<file path="config.mk">
export PLATFORM = sky130hd
export DESIGN_NAME = hmmd_decode
export DESIGN_NICKNAME = d
export VERILOG_FILES = /design/src/rtl/core/hmmd_pkg.sv /design/src/rtl/core/hmmd_decode.sv
export SDC_FILE = /design/constraint.sdc
export NUM_CORES = 1
export LEC_CHECK = 0
export BUFFER_PORTS_ARGS = -buffer_cell sky130_fd_sc_hd__buf_2
export CAP_MARGIN = 20
export CORE_MARGIN = 5
export CORE_UTILIZATION = 30
export DETAILED_ROUTE_END_ITERATION = 8
export PLACE_DENSITY = 0.8
export SLEW_MARGIN = 20
export SYNTH_ARGS = -nofsm -noshare
export SYNTH_HDL_FRONTEND = slang
export SYNTH_SLANG_ARGS = --single-unit
</file>
<file path="constraint.sdc">
create_clock -name vclk -period 1.8
set_clock_uncertainty 0.05 [all_clocks]
set_input_delay 0.27 -clock vclk [all_inputs]
set_output_delay 0.27 -clock vclk [all_outputs]
set_load 0.02 [all_outputs]
</file>
<file path="src/rtl/core/hmmd_pkg.sv">
package hmmd_pkg;

    localparam int WORK_RAM_BYTES = 8192;
    localparam int SMALL_BYTES    = 512;
    localparam int WRAM_AW        = $clog2(WORK_RAM_BYTES);
    localparam int SMALL_AW       = $clog2(SMALL_BYTES);

    localparam logic [1:0] ACT_READ_BYTE  = 2'd0;
    localparam logic [1:0] ACT_WRITE_BYTE = 2'd1;
    localparam logic [1:0] ACT_READ_WORD  = 2'd2;
    localparam logic [1:0] ACT_WRITE_WORD = 2'd3;

    localparam logic [3:0] TGT_WORK = 4'd0;
    localparam logic [3:0] TGT_ATTR = 4'd1;
    localparam logic [3:0] TGT_HIGH = 4'd2;
    localparam logic [3:0] TGT_IO   = 4'd3;
    localparam logic [3:0] TGT_CART = 4'd4;
    localparam logic [3:0] TGT_VMEM = 4'd5;
    localparam logic [3:0] TGT_VREG = 4'd6;
    localparam logic [3:0] TGT_INT  = 4'd7;
    localparam logic [3:0] TGT_NONE = 4'd8;

    localparam logic [15:0] VMEM_BASE  = 16'h8000;
    localparam logic [15:0] XRAM_BASE  = 16'hA000;
    localparam logic [15:0] WRAM_BASE  = 16'hC000;
    localparam logic [15:0] ECHO_BASE  = 16'hE000;
    localparam logic [15:0] OAM_BASE   = 16'hFE00;
    localparam logic [15:0] UNUSE_BASE = 16'hFEA0;
    localparam logic [15:0] IO_BASE    = 16'hFF00;
    localparam logic [15:0] HRAM_BASE  = 16'hFF80;
    localparam logic [15:0] IE_ADDR    = 16'hFFFF;
    localparam logic [15:0] IF_ADDR    = 16'hFF0F;
    localparam logic [15:0] VREG_FIRST = 16'hFF40;
    localparam logic [15:0] VREG_LAST  = 16'hFF4B;

    typedef struct packed {
        logic [1:0]  action;
        logic [15:0] bus_address;
        logic [15:0] store_value;
    } in_item_t;

    typedef struct packed {
        logic [3:0]  target;
        logic [15:0] target_address;
        logic [7:0]  read_data;
        logic [7:0]  forward_data;
        logic        success;
        logic        last;
    } out_item_t;

    typedef struct packed {
        logic [3:0]          target;
        logic [15:0]         target_address;
        logic                fwd;
        logic                wram_sel;
        logic                small_sel;
        logic [WRAM_AW-1:0]  wram_idx;
        logic [SMALL_AW-1:0] small_idx;
    } dec_t;

endpackage

</file>
<file path="src/rtl/core/hmmd_decode.sv">
module hmmd_decode
    import hmmd_pkg::*;
(
    input  logic [15:0] addr,
    input  logic        is_write,
    output dec_t        dec
);

    always_comb begin
        dec                = '0;
        dec.target         = TGT_NONE;
        dec.wram_idx       = addr[WRAM_AW-1:0];
        dec.small_idx      = addr[SMALL_AW-1:0];
        if (addr < VMEM_BASE || (addr >= XRAM_BASE && addr < WRAM_BASE)) begin
            dec.target         = TGT_CART;
            dec.target_address = addr;
            dec.fwd            = 1'b1;
        end else if (addr < XRAM_BASE) begin
            dec.target         = TGT_VMEM;
            dec.target_address = addr - VMEM_BASE;
            dec.fwd            = 1'b1;
        end else if (addr < OAM_BASE) begin
            // work RAM and its echo share the low address bits
            dec.target   = TGT_WORK;
            dec.wram_sel = 1'b1;
        end else if (addr < UNUSE_BASE) begin
            dec.target    = TGT_ATTR;
            dec.small_sel = 1'b1;
        end else if (addr < IO_BASE) begin
            dec.target = TGT_NONE;
        end else if (addr < HRAM_BASE) begin
            if (addr == IF_ADDR) begin
                dec.target         = TGT_INT;
                dec.target_address = addr;
                dec.fwd            = 1'b1;
            end else if (addr inside {[VREG_FIRST:VREG_LAST]}) begin
                dec.target         = TGT_VREG;
                dec.target_address = addr;
                dec.fwd            = 1'b1;
            end else if (is_write) begin
                dec.target    = TGT_IO;
                dec.small_sel = 1'b1;
            end
        end else if (addr < IE_ADDR) begin
            dec.target    = TGT_HIGH;
            dec.small_sel = 1'b1;
        end else begin
            dec.target         = TGT_INT;
            dec.target_address = addr;
            dec.fwd            = 1'b1;
        end
    end

endmodule

</file>
[Word level (Yosys, flattened, before mapping)]
Cells that the tools add are included.
Cells by class
  reduce and logical (&&, ||, !) cells: 3
  order comparisons: 11
  equality and inequality tests: 1
  add/sub/neg operators: 1
  mux-type cells: 26
Operators by type and width (count)
  16-bit < comparator (second input constant): 8
  17-bit 2-to-1 mux: 5
  21-bit 2-to-1 mux: 4
  16-bit greater-or-equal comparator (second input constant): 2
  4-bit 2-to-1 mux: 5
  16-bit == test (second input constant): 1
  16-bit less-or-equal comparator (second input constant): 1
  16-bit subtractor (second input constant): 1
  1-bit 2-to-1 mux: 9
  2-bit 2-to-1 mux: 2
  3-bit 2-to-1 mux: 1
  1-bit logical AND: 2
  1-bit logical OR: 1
Storage, ports and cells
  register bits: 0
  output and inout port bits: 45

[Depth between registers and ports, before layout]
  depth after elaboration: 10
  gate-level depth with buffers: 6

[Worst setup path after synthesis]
Ideal clock, no wire load.
  path type: input port to output port
  start: input addr[13]
  end: output dec[43] in the netlist's numbering
  arrival time: 1472 ps
  stages on the path: 5
  setup slack: 8 ps
  data required time: 1480 ps
  cell sequence: and4_1 -> and2_1 -> a21oi_1 -> nor2_1 -> buf_4
RTL lines
  from (decl): RTL line hmmd_decode.sv:4  | input logic [15:0] addr,
  to (decl): RTL line hmmd_decode.sv:6  | output dec_t dec

==> flow_summary.ini <==
[power]
swShare_pct = 61.3
irDropWorstVdd_uv = 139
combPwrFrac_pct = 100.0
p_leak_nw = 0.514
p_int_mw = 0.111
p_seq_share_pct = 0
power_density_nw_per_um2 = 292
power_mw = 0.287
switching_power_mw = 0.176
clkPwrFrac_pct = 0

[route]
dr_total_vias = 866
vias_per_cell = 5.19
drtPass1Iterations = 4
drc_errors = 0
drt_iter0_markers = 27
wl_per_cell_um = 15.0
ant_nets = 0
wl_mm = 2.50

[die]
core_um2 = 1980
row_count = 16
start_util_pct = 32.1
dieHeight_um = 56.0
die_area_um2 = 3140
io_pins = 62
die_w_um = 56.0

[synthesis]
synth_top_area_share_pct = 28.3
ys_seq_area_share_pct = 0
syn-num-nets = 106
yosysWarnings = 0
synth_area_um2 = 636
yosysMostFrequentCell = buf_4
synth_common_cells = buf_4 (24), nor3b_1 (7), a21oi_1 (6)
synth.distinct_cells = 32
syn-mean-instance-area_um2 = 7.14
synthCells = 89
synth_area_leaders = buf_4 (28%), nor3b_1 (8.3%), a21oi_1 (4.7%), and4_1 (4.1%), nor3_1 (3.9%)
synth_top_area_cell = buf_4

[place]
gp_congestion = 0.842
dp_cells = 164
place_area_um2 = 871
hpwl_mm = 1.93
port_buffers = 62
pre_cts_ws_ns = -0.0615

[grt]
grt.total_usage_pct = 12.8
grt_pass1_vias = 798
overflow = 0
antenna_found_initial = 0
grt_max_degree = 11
grt_pass1_wl_mm = 3.52

[timing]
hold_viol = 0
timing.fmax_mhz = 558
finalSetupViolations = 0
period_share_pct = 99.6
finalWorstSetupSlack_ns = 0.00712
tightest_slew_ns = 0.324
fin_crit_ns = 1.79
tns_ns = 0
slew_viol_final = 0
rsz0062_at_grt = yes
timing.hold.ws_ns = 0.756
slew-limit-headroom_pct = 78.3

[worst_setup_path]
crit_arrival_ns = 1.47
critical_path_class = in -> out
worstPathRequired_ns = 1.48
start_kind = primary input
endpoint_kind = output port
critical_path.max_fanout = 8

[clock_tree]
holdBufCountCts = 0

[finish]
area_growth_syn_to_layout_pct = 54.9
final_util_pct = 49.7
nFlopsAndLatches = 0
antenna_cells = 0
register_area_um2 = 0
clkbuf_count = 0
finalInstanceArea_um2 = 985
drive_above_1_share_pct = 65.7
stdcell_count = 167
final_nets = 159

[flow_run]
max_cap_violations = 0

[hold_path]
hold_path_class = in -> out

[outcome]
outcome = finished, final reports clean
[power by group through the flow]
stage,clock [mW],combinational (mW),sequential [mW]
6_report,0,0.287,0
5_1_grt,0,0.305,0
3_5_place_dp,0,0.258,0
4_1_cts,0,0.264,0
3_3_place_gp,0,0.253,0
2_1_floorplan,0,0.182,0
[per-layer routing]
metal	up-vias	GRT usage, %	routed length, µm
met3	5	1.16	200
met5	-	0	0
met4	0	2.71	32
met1	399	15.0	949
li1	408	-	-
met2	54	24.5	1320
[layout by cell type, fill, tap and decap left out, types with 2 or more instances in the layout]
cell / Yosys / routed
nor2_1: 4 / 4
o21ai_0: 3 / 2
a21oi_1: 6 / 6
buf_4: 24 / 15
and4_4: 1 / 2
nor3_1: 5 / 4
a21o_1: 3 / 3
buf_2: 0 / 54
nand4_1: 2 / 2
and2_1: 3 / 2
nor3b_1: 7 / 6
nand2_1: 4 / 4
buf_6: 1 / 4
and4_1: 3 / 2
inv_1: 5 / 5
[timing repair]
| action | in CTS | in global routing |
|---|---|---|
| resized for setup | 7 | 19 |
| cloned | 0 | 1 |
| setup endpoints to repair | 16 | 19 |
| setup buffers | 0 | 2 |
| pin swaps | 4 | 7 |
[cell families after synthesis]
logic type | Yosys count | share of synthesized area [%]
simple gates | 34 | 34.8
buf+inv | 30 | 33.1
compound gates | 24 | 30.3
mux | 1 | 1.77
[layout make-up]
type | instances | area [µm²]
Inverter | 5 | 18.8
Fill cell | 195 | 997
Tap cell | 27 | 33.8
Timing Repair Buffer | 75 | 450
Multi-Input combinational cell | 60 | 482
[path summary, 6_finish.rpt]
check | startpoint | slack [ns] | depth (start not counted) | to
max | addr[5] | 0.007 | 6 | dec[41]
min | addr[10] | 0.76 | 2 | dec[19]
[worst max-delay path, cell delays in order]
cell	delay, ns
clkbuf_4	0.17
a211o_1	0.28
a22oi_2	0.16
a221oi_1	0.09
or3_1	0.34
buf_4	0.16
Note: power is estimated with default switching activity, not from simulation.
